## src/rtl/rpv_pkg.sv

```systemverilog
package rpv_pkg;

  localparam int ByteW     = 8;
  localparam int PathLenW  = 11;
  localparam int CompLenW  = 9;
  localparam int CompLimW  = 8;
  localparam int CompCntW  = 6;
  localparam int VerdictW  = 4;
  localparam int CfgIndexW = 2;
  localparam int CfgDataW  = 11;

  localparam logic [PathLenW-1:0] PATH_LEN_CAP   = 11'd1024;
  localparam logic [PathLenW-1:0] PATH_COUNT_MAX = 11'd2047;
  localparam logic [CompLenW-1:0] COMP_LEN_MAX   = 9'd511;
  localparam logic [CompLimW-1:0] COMP_LEN_RST   = 8'd255;
  localparam logic [CompCntW-1:0] COMP_CNT_RST   = 6'd32;

  localparam logic [ByteW-1:0] BYTE_LOW    = 8'h20;
  localparam logic [ByteW-1:0] BYTE_HIGH   = 8'h7e;
  localparam logic [ByteW-1:0] CHAR_SLASH  = 8'h2f;
  localparam logic [ByteW-1:0] CHAR_BSLASH = 8'h5c;
  localparam logic [ByteW-1:0] CHAR_DOT    = 8'h2e;
  localparam logic [ByteW-1:0] CHAR_SPACE  = 8'h20;

  typedef enum logic [VerdictW-1:0] {
    V_OK         = 4'd0,
    V_LENGTH     = 4'd1,
    V_ABSOLUTE   = 4'd2,
    V_BACKSLASH  = 4'd3,
    V_EMPTY      = 4'd4,
    V_LONG       = 4'd5,
    V_DOT        = 4'd6,
    V_DOTDOT     = 4'd7,
    V_LEAD_SPACE = 4'd8,
    V_TRAIL      = 4'd9,
    V_BYTE       = 4'd10,
    V_COUNT      = 4'd11
  } verdict_t;

  typedef enum logic [CfgIndexW-1:0] {
    REG_MAX_PATH_LEN = 2'd0,
    REG_MAX_COMP_LEN = 2'd1,
    REG_MAX_COMP_CNT = 2'd2
  } cfg_reg_t;

  typedef struct packed {
    logic [PathLenW-1:0] max_path_len;
    logic [CompLimW-1:0] max_comp_len;
    logic [CompCntW-1:0] max_comp_cnt;
  } cfg_t;

  typedef struct packed {
    logic [ByteW-1:0] path_byte;
    logic             is_last;
    logic             no_byte;
  } item_t;

endpackage

```

## src/rtl/rpv_cfg_regs.sv

```systemverilog
module rpv_cfg_regs (
  input  logic                            clk,
  input  logic                            rst_n,
  input  logic                            cfg_wen,
  input  logic [rpv_pkg::CfgIndexW-1:0]   cfg_index,
  input  logic [rpv_pkg::CfgDataW-1:0]    cfg_wdata,
  output rpv_pkg::cfg_t                   cfg
);
  import rpv_pkg::*;

  cfg_t cfg_r;

  always_ff @(posedge clk) begin
    if (!rst_n) begin
      cfg_r.max_path_len <= PATH_LEN_CAP;
      cfg_r.max_comp_len <= COMP_LEN_RST;
      cfg_r.max_comp_cnt <= COMP_CNT_RST;
    end else if (cfg_wen) begin
      case (cfg_reg_t'(cfg_index))
        REG_MAX_PATH_LEN: cfg_r.max_path_len <= cfg_wdata[PathLenW-1:0];
        REG_MAX_COMP_LEN: cfg_r.max_comp_len <= cfg_wdata[CompLimW-1:0];
        REG_MAX_COMP_CNT: cfg_r.max_comp_cnt <= cfg_wdata[CompCntW-1:0];
        default: ;
      endcase
    end
  end

  assign cfg = cfg_r;

endmodule

```

## src/rtl/rpv_eval.sv

```systemverilog
module rpv_eval (
  input  logic              clk,
  input  logic              rst_n,
  input  logic              step,
  input  rpv_pkg::item_t    item,
  input  rpv_pkg::cfg_t     cfg,
  output rpv_pkg::verdict_t verdict
);
  import rpv_pkg::*;

  logic [PathLenW-1:0] path_count_r;
  logic [CompLenW-1:0] comp_length_r;
  logic [CompCntW-1:0] comp_total_r;
  logic [ByteW-1:0]    first_char_r;
  logic [ByteW-1:0]    prev_char_r;
  logic                bad_byte_r;
  logic                bslash_r;
  logic                lead_slash_r;
  verdict_t            first_fault_r;

  logic [PathLenW-1:0] path_count_nxt;
  logic [CompLenW-1:0] comp_length_nxt;
  logic [CompCntW-1:0] comp_total_nxt;
  logic [ByteW-1:0]    first_char_nxt;
  logic [ByteW-1:0]    prev_char_nxt;
  logic                bad_byte_nxt;
  logic                bslash_nxt;
  logic                lead_slash_nxt;
  verdict_t            first_fault_nxt;

  logic                has_byte;
  logic                is_slash;
  logic                close;
  logic [PathLenW-1:0] len_lim;
  verdict_t            verdict_c;

  always_comb begin
    has_byte = !item.no_byte;
    is_slash = has_byte && (item.path_byte == CHAR_SLASH);

    path_count_nxt = path_count_r;
    if (has_byte && (path_count_r != PATH_COUNT_MAX)) begin
      path_count_nxt = path_count_r + 11'd1;
    end
    lead_slash_nxt = lead_slash_r || (is_slash && (path_count_r == '0));
    bslash_nxt = bslash_r || (has_byte && (item.path_byte == CHAR_BSLASH));

    comp_length_nxt = comp_length_r;
    first_char_nxt  = first_char_r;
    prev_char_nxt   = prev_char_r;
    bad_byte_nxt    = bad_byte_r;
    if (has_byte && !is_slash) begin
      if (comp_length_r == '0) begin
        first_char_nxt = item.path_byte;
      end
      if (comp_length_r != COMP_LEN_MAX) begin
        comp_length_nxt = comp_length_r + 9'd1;
      end
      prev_char_nxt = item.path_byte;
      if ((item.path_byte < BYTE_LOW) || (item.path_byte > BYTE_HIGH)) begin
        bad_byte_nxt = 1'b1;
      end
    end

    // close the open component on a slash or at the end of the path
    close = is_slash || (item.is_last && (comp_length_nxt != '0));

    comp_total_nxt  = comp_total_r;
    first_fault_nxt = first_fault_r;
    if (close && (first_fault_r == V_OK)) begin
      if (comp_length_nxt == '0) begin
        first_fault_nxt = V_EMPTY;
      end else if (comp_length_nxt > {1'b0, cfg.max_comp_len}) begin
        first_fault_nxt = V_LONG;
      end else if ((comp_length_nxt == 9'd1) && (first_char_nxt == CHAR_DOT)) begin
        first_fault_nxt = V_DOT;
      end else if ((comp_length_nxt == 9'd2) && (first_char_nxt == CHAR_DOT)
                   && (prev_char_nxt == CHAR_DOT)) begin
        first_fault_nxt = V_DOTDOT;
      end else if (first_char_nxt == CHAR_SPACE) begin
        first_fault_nxt = V_LEAD_SPACE;
      end else if ((prev_char_nxt == CHAR_SPACE) || (prev_char_nxt == CHAR_DOT)) begin
        first_fault_nxt = V_TRAIL;
      end else if (bad_byte_nxt) begin
        first_fault_nxt = V_BYTE;
      end else if (comp_total_r >= cfg.max_comp_cnt) begin
        first_fault_nxt = V_COUNT;
      end else begin
        comp_total_nxt = comp_total_r + 6'd1;
      end
    end

    len_lim = (cfg.max_path_len > PATH_LEN_CAP) ? PATH_LEN_CAP : cfg.max_path_len;
    if ((path_count_nxt == '0) || (path_count_nxt > len_lim)) begin
      verdict_c = V_LENGTH;
    end else if (lead_slash_nxt) begin
      verdict_c = V_ABSOLUTE;
    end else if (bslash_nxt) begin
      verdict_c = V_BACKSLASH;
    end else begin
      verdict_c = first_fault_nxt;
    end
  end

  always_ff @(posedge clk) begin
    if (!rst_n || (step && item.is_last)) begin
      path_count_r  <= '0;
      comp_length_r <= '0;
      comp_total_r  <= '0;
      first_char_r  <= '0;
      prev_char_r   <= '0;
      bad_byte_r    <= 1'b0;
      bslash_r      <= 1'b0;
      lead_slash_r  <= 1'b0;
      first_fault_r <= V_OK;
    end else if (step) begin
      path_count_r  <= path_count_nxt;
      comp_total_r  <= comp_total_nxt;
      bslash_r      <= bslash_nxt;
      lead_slash_r  <= lead_slash_nxt;
      first_fault_r <= first_fault_nxt;
      if (close) begin
        comp_length_r <= '0;
        first_char_r  <= '0;
        prev_char_r   <= '0;
        bad_byte_r    <= 1'b0;
      end else begin
        comp_length_r <= comp_length_nxt;
        first_char_r  <= first_char_nxt;
        prev_char_r   <= prev_char_nxt;
        bad_byte_r    <= bad_byte_nxt;
      end
    end
  end

  assign verdict = verdict_c;

endmodule

```

## src/rtl/relative_path_validator_core.sv

```systemverilog
// Data path: a request carrying the last mark is held in the input register, and its
// verdict is then registered in the output register (input register, then result register).
// Throughput: one request per cycle; the path state updates in a single pass. A request
// with the last mark waits in the input register while the previous verdict is not taken.
// Reset: rst_n clears the path state and both valid flags and loads the limit
// registers with 1024, 255 and 32.
module relative_path_validator_core (
  input  logic                          clk,
  input  logic                          rst_n,
  input  logic                          in_tvalid,
  output logic                          in_tready,
  input  logic [7:0]                    in_tdata,   // path_byte[7:0]
  input  logic                          in_tlast,
  input  logic                          in_tuser,   // no_byte[0]
  output logic                          out_tvalid,
  input  logic                          out_tready,
  output logic [7:0]                    out_tdata,  // verdict[3:0], zero[7:4]
  input  logic                          cfg_wen,
  input  logic [rpv_pkg::CfgIndexW-1:0] cfg_index,
  input  logic [rpv_pkg::CfgDataW-1:0]  cfg_wdata
);
  import rpv_pkg::*;

  logic     in_valid_r;
  item_t    item_r;
  logic     out_valid_r;
  verdict_t out_verdict_r;
  logic     advance;
  cfg_t     cfg;
  verdict_t verdict;

  assign advance   = in_valid_r && (!item_r.is_last || !out_valid_r || out_tready);
  assign in_tready = !in_valid_r || advance;

  always_ff @(posedge clk) begin
    if (!rst_n) begin
      in_valid_r <= 1'b0;
    end else if (in_tvalid && in_tready) begin
      in_valid_r <= 1'b1;
    end else if (advance) begin
      in_valid_r <= 1'b0;
    end
  end

  always_ff @(posedge clk) begin
    if (in_tvalid && in_tready) begin
      item_r.path_byte <= in_tdata;
      item_r.is_last   <= in_tlast;
      item_r.no_byte   <= in_tuser;
    end
  end

  rpv_cfg_regs u_cfg (
    .clk       (clk),
    .rst_n     (rst_n),
    .cfg_wen   (cfg_wen),
    .cfg_index (cfg_index),
    .cfg_wdata (cfg_wdata),
    .cfg       (cfg)
  );

  rpv_eval u_eval (
    .clk     (clk),
    .rst_n   (rst_n),
    .step    (advance),
    .item    (item_r),
    .cfg     (cfg),
    .verdict (verdict)
  );

  always_ff @(posedge clk) begin
    if (!rst_n) begin
      out_valid_r <= 1'b0;
    end else if (advance && item_r.is_last) begin
      out_valid_r <= 1'b1;
    end else if (out_tready) begin
      out_valid_r <= 1'b0;
    end
  end

  always_ff @(posedge clk) begin
    if (advance && item_r.is_last) begin
      out_verdict_r <= verdict;
    end
  end

  assign out_tvalid = out_valid_r;
  assign out_tdata  = {4'b0000, out_verdict_r};

endmodule
```

## config.mk

```make
export PLATFORM = sky130hd
export DESIGN_NAME = relative_path_validator_core
export DESIGN_NICKNAME = d
export VERILOG_FILES = /design/src/rtl/rpv_pkg.sv /design/src/rtl/rpv_cfg_regs.sv /design/src/rtl/rpv_eval.sv /design/src/rtl/relative_path_validator_core.sv
export SDC_FILE = /design/constraint.sdc
export NUM_CORES = 1
export LEC_CHECK = 0
export BUFFER_PORTS_ARGS = -buffer_cell sky130_fd_sc_hd__buf_2
export CORE_MARGIN = 1
export CORE_UTILIZATION = 30
export DETAILED_ROUTE_END_ITERATION = 12
export HOLD_SLACK_MARGIN = 0.03
export PLACE_DENSITY_LB_ADDON = 0.08
export SLEW_MARGIN = 20
export SYNTH_ARGS = -nofsm -noshare
export SYNTH_HDL_FRONTEND = slang
export SYNTH_SLANG_ARGS = --single-unit
```

## constraint.sdc

```tcl
create_clock -name clk -period 7.3 [get_ports clk]
set_clock_uncertainty 0.1 [all_clocks]
set_input_delay 1.825 -clock clk [delete_from_list [all_inputs] [get_ports clk]]
set_output_delay 1.825 -clock clk [all_outputs]
set_load 0.01 [all_outputs]
```

==> flow_summary.ini <==
[worst_setup_path]
endpoint_kind = flip-flop
reg2reg_from = item_r[6]$_DFFE_PP_
r2r-end = out_verdict_r[0]$_SDFFCE_PP1P_
startpoint = item_r[6]$_DFFE_PP_
crit_path_start_kind = flip-flop
crit_fanout = 7
worst-r2r-cell-count = 12
crit_type = reg2reg
cp.arrival_ns = 4.53
worstPathRequired_ns = 7.30
rrSetupSlack_ns = 2.76

[layout]
fill_cells = 1760
stdcell_area_um2 = 5810
area_growth_pct = 12.5
drive_gt1_share_pct = 9.92
nets = 668
antenna_cells = 0

[routing]
wl_met2_mm = 6.30
vias = 4341
antenna_left = 0
drtPass1Iterations = 4
dr.max_layer_used = met4
first_iter_violations = 264
routedWlPerCell_um = 16.7
met1_length_mm = 6.88
drt-total-wl_mm = 13.9
routed_via_density = 5.20
dr_wl_met3_um = 572
drc_errors = 0

[yosys]
synth_edf_count = 14
avgSynthCellArea_um2 = 8.70
ys_ff_latch = 90
synth_top_cell_area_share_pct = 29.5
ys_types = 67
synth_area_um2 = 5160
yosys.area.top_type = dfxtp_1
yosys_warnings = 0
yosysSeqAreaShare_pct = 37.6
synthTopCellsByArea = dfxtp_1 (29%), edfxtp_1 (8.1%), ha_1 (7.3%), nand2_1 (4.1%), mux2i_1 (4.1%)
netlist_instances = 593
ys.flop_type = dfxtp_1
async_reset_ff_share_pct = 0

[placement]
port_buffers = 33
dpl.hpwl_mm = 10.3
gp_congestion = 0.835
placed_area_um2 = 5500

[floorplan]
die-area_um2 = 17700
core_um2 = 16700
die_y_um = 133
ios = 38
rows = 47
start_util_pct = 30.9
die_w_um = 133

[timing]
hold_viol_final = 0
fin_crit_sh_pct = 62.1
relSlewSlack_pct = 33.9
setup_viol = 0
rsz0062_at_grt = false
fin_tns_setup_ns = 0
max_freq_mhz = 220
finalWorstPathRequiredPeriod_ns = 4.54
worst_slew_pin_slew_ns = 0.986
slew_viol_final = 0

[clock_tree]
cts_tree = yes
clk_pin_slew_ns = 0.07
postCtsHoldBufs = 0
cts_sinks = 90
cts.htree.levels = 3
clk_latency_ns = 0.35
cts.path.max_buffers = 2
post_cts_resized = 0
cts_made_buffers = 9
post_cts_buffers = 0
clock-root-buffer = clkbuf_16

[power]
power_leakage_nw = 2.35
p_per_area_nw_per_um2 = 191
peakVddDrop_mv = 0.103

[global_route]
antenna_found_initial = 0
grt_use_total_pct = 16.8
grt_first_pass_wirelength_mm = 23.1
grt_overflow = 0
first_global_vias = 4215
grt_max_degree = 32

[hold_path]
holdPathStages = 2
hold_path_end = u_eval.prev_char_r[6]$_SDFFE_PP0P_
worstHoldStart = u_eval.prev_char_r[6]$_SDFFE_PP0P_
hp-class = reg2reg

[flow_run]
cap_violations = 0

[outcome]
outcome = finished, final reports clean
metrics by stage:
step	util [%]	power (W)	std cells	worst slack (ns)	hold WS (ns)
global route	34.8	0.00117	835	2.51	0.365
detailed placement	32.9	0.000652	819	2.79	0.341
finish	34.8	0.00111	835	2.76	0.358
CTS	34.7	0.00113	835	2.78	0.352
global placement	32.9	0.000651	819	2.86	0.334
floorplan	-	0.000613	596	3.20	0.317
cells by family (layout without fill, tap and decap cells):
family / Yosys count / count (layout) / share of synthesized area [%]
compound gates: 127 / 127 / 18.2
xor+xnor: 23 / 23 / 3.90
fa+ha+maj: 30 / 30 / 7.28
buf+inv: 64 / 83 / 5.14
flops: 90 / 90 / 37.6
mux: 22 / 22 / 4.29
other cells: 1 / 4 / 0.0727
simple gates: 236 / 236 / 23.5
worst max path at each step:
stage                     cells past startpoint  slack, ns                             end
after global placement                        4       2.86                       in_tready
final                                        12       2.76  out_verdict_r[0]$_SDFFCE_PP1P_
after detailed placement                     12       2.79  out_verdict_r[0]$_SDFFCE_PP1P_
after global routing                         12       2.51  out_verdict_r[0]$_SDFFCE_PP1P_
after floorplan                               2       3.20                       in_tready
after CTS                                    12       2.78  out_verdict_r[0]$_SDFFCE_PP1P_
cell usage after synthesis, types with 4 or more instances:
| library cell | instances |
|---|---|
| a211oi_1 | 5 |
| a21o_1 | 7 |
| a21oi_1 | 17 |
| a22o_1 | 14 |
| a22oi_1 | 8 |
| a31oi_1 | 7 |
| and2_1 | 4 |
| and3_1 | 11 |
| buf_4 | 4 |
| clkbuf_1 | 26 |
| dfxtp_1 | 76 |
| edfxtp_1 | 14 |
| ha_1 | 30 |
| inv_1 | 30 |
| mux2i_1 | 21 |
| nand2_1 | 57 |
| nand2b_1 | 9 |
| nand3_1 | 14 |
| nand4_1 | 16 |
| nor2_1 | 53 |
| nor2b_1 | 20 |
| nor3_1 | 18 |
| nor3b_1 | 4 |
| nor4_1 | 10 |
| o211ai_1 | 13 |
| o21ai_0 | 15 |
| o31ai_1 | 6 |
| xnor2_1 | 10 |
| xor2_1 | 13 |
per-layer routing:
layer	track usage, %	vias up
li1	-	2197
met1	23.1	2047
met2	26.2	84
met3	4.03	13
met4	4.55	0
met5	0	-
flip-flops by register name, summed over array words and instances, names as in the netlist:
register / count
item_r: 10
out_tvalid: 1
u_eval.bslash_r: 1
u_eval.first_fault_r: 4
in_valid_r: 1
u_eval.first_char_r: 8
u_eval.comp_length_r: 9
u_eval.path_count_r: 11
u_eval.prev_char_r: 8
out_verdict_r: 4
u_eval.bad_byte_r: 1
u_eval.lead_slash_r: 1
u_cfg.cfg: 25
u_eval.comp_total_r: 6
cell type report:
| type | count | area [um2] | share of cell area, % |
|---|---|---|---|
| multi-input combinational | 442 | 2980 | 51.3 |
| inverter | 30 | 113 | 1.94 |
| clock buffer | 13 | 282 | 4.85 |
| tap | 220 | 275 | 4.74 |
| timing repair buffer | 37 | 195 | 3.36 |
| clock inverter | 3 | 20.0 | 0.345 |
| sequential | 90 | 1940 | 33.4 |
cell usage in the layout, fill, tap and decap left out, types with 14 or more instances in the layout:
| master | count |
|---|---|
| a21oi_1 | 17 |
| a22o_1 | 14 |
| buf_2 | 33 |
| dfxtp_1 | 76 |
| edfxtp_1 | 14 |
| ha_1 | 30 |
| inv_1 | 30 |
| mux2i_1 | 21 |
| nand2_1 | 57 |
| nand3_1 | 14 |
| nand4_1 | 16 |
| nor2_1 | 53 |
| nor2b_1 | 20 |
| nor3_1 | 17 |
| o21ai_0 | 15 |
worst max-delay path: stages (launching register included):
cell and delay [ns]:
edfxtp_1 0.51, nor4b_2 0.48, a31oi_1 0.35, nand4_1 0.25
mux2_2 0.36, ha_1 0.32, a2111oi_0 0.38, nand2_1 0.10
a31oi_1 0.20, o31ai_1 0.14, or4_1 0.51, and3_1 0.22
a311o_1 0.35
where the power goes:
part / internal [W] / total, W / switching (W) / leakage [nW]
combinational: 0.0000400 / 0.000110 / 0.0000698 / 1.45
clock: 0.000270 / 0.000470 / 0.000200 / 0.145
sequential: 0.000518 / 0.000530 / 0.0000124 / 0.753
Note: power is estimated with default switching activity, not from simulation.
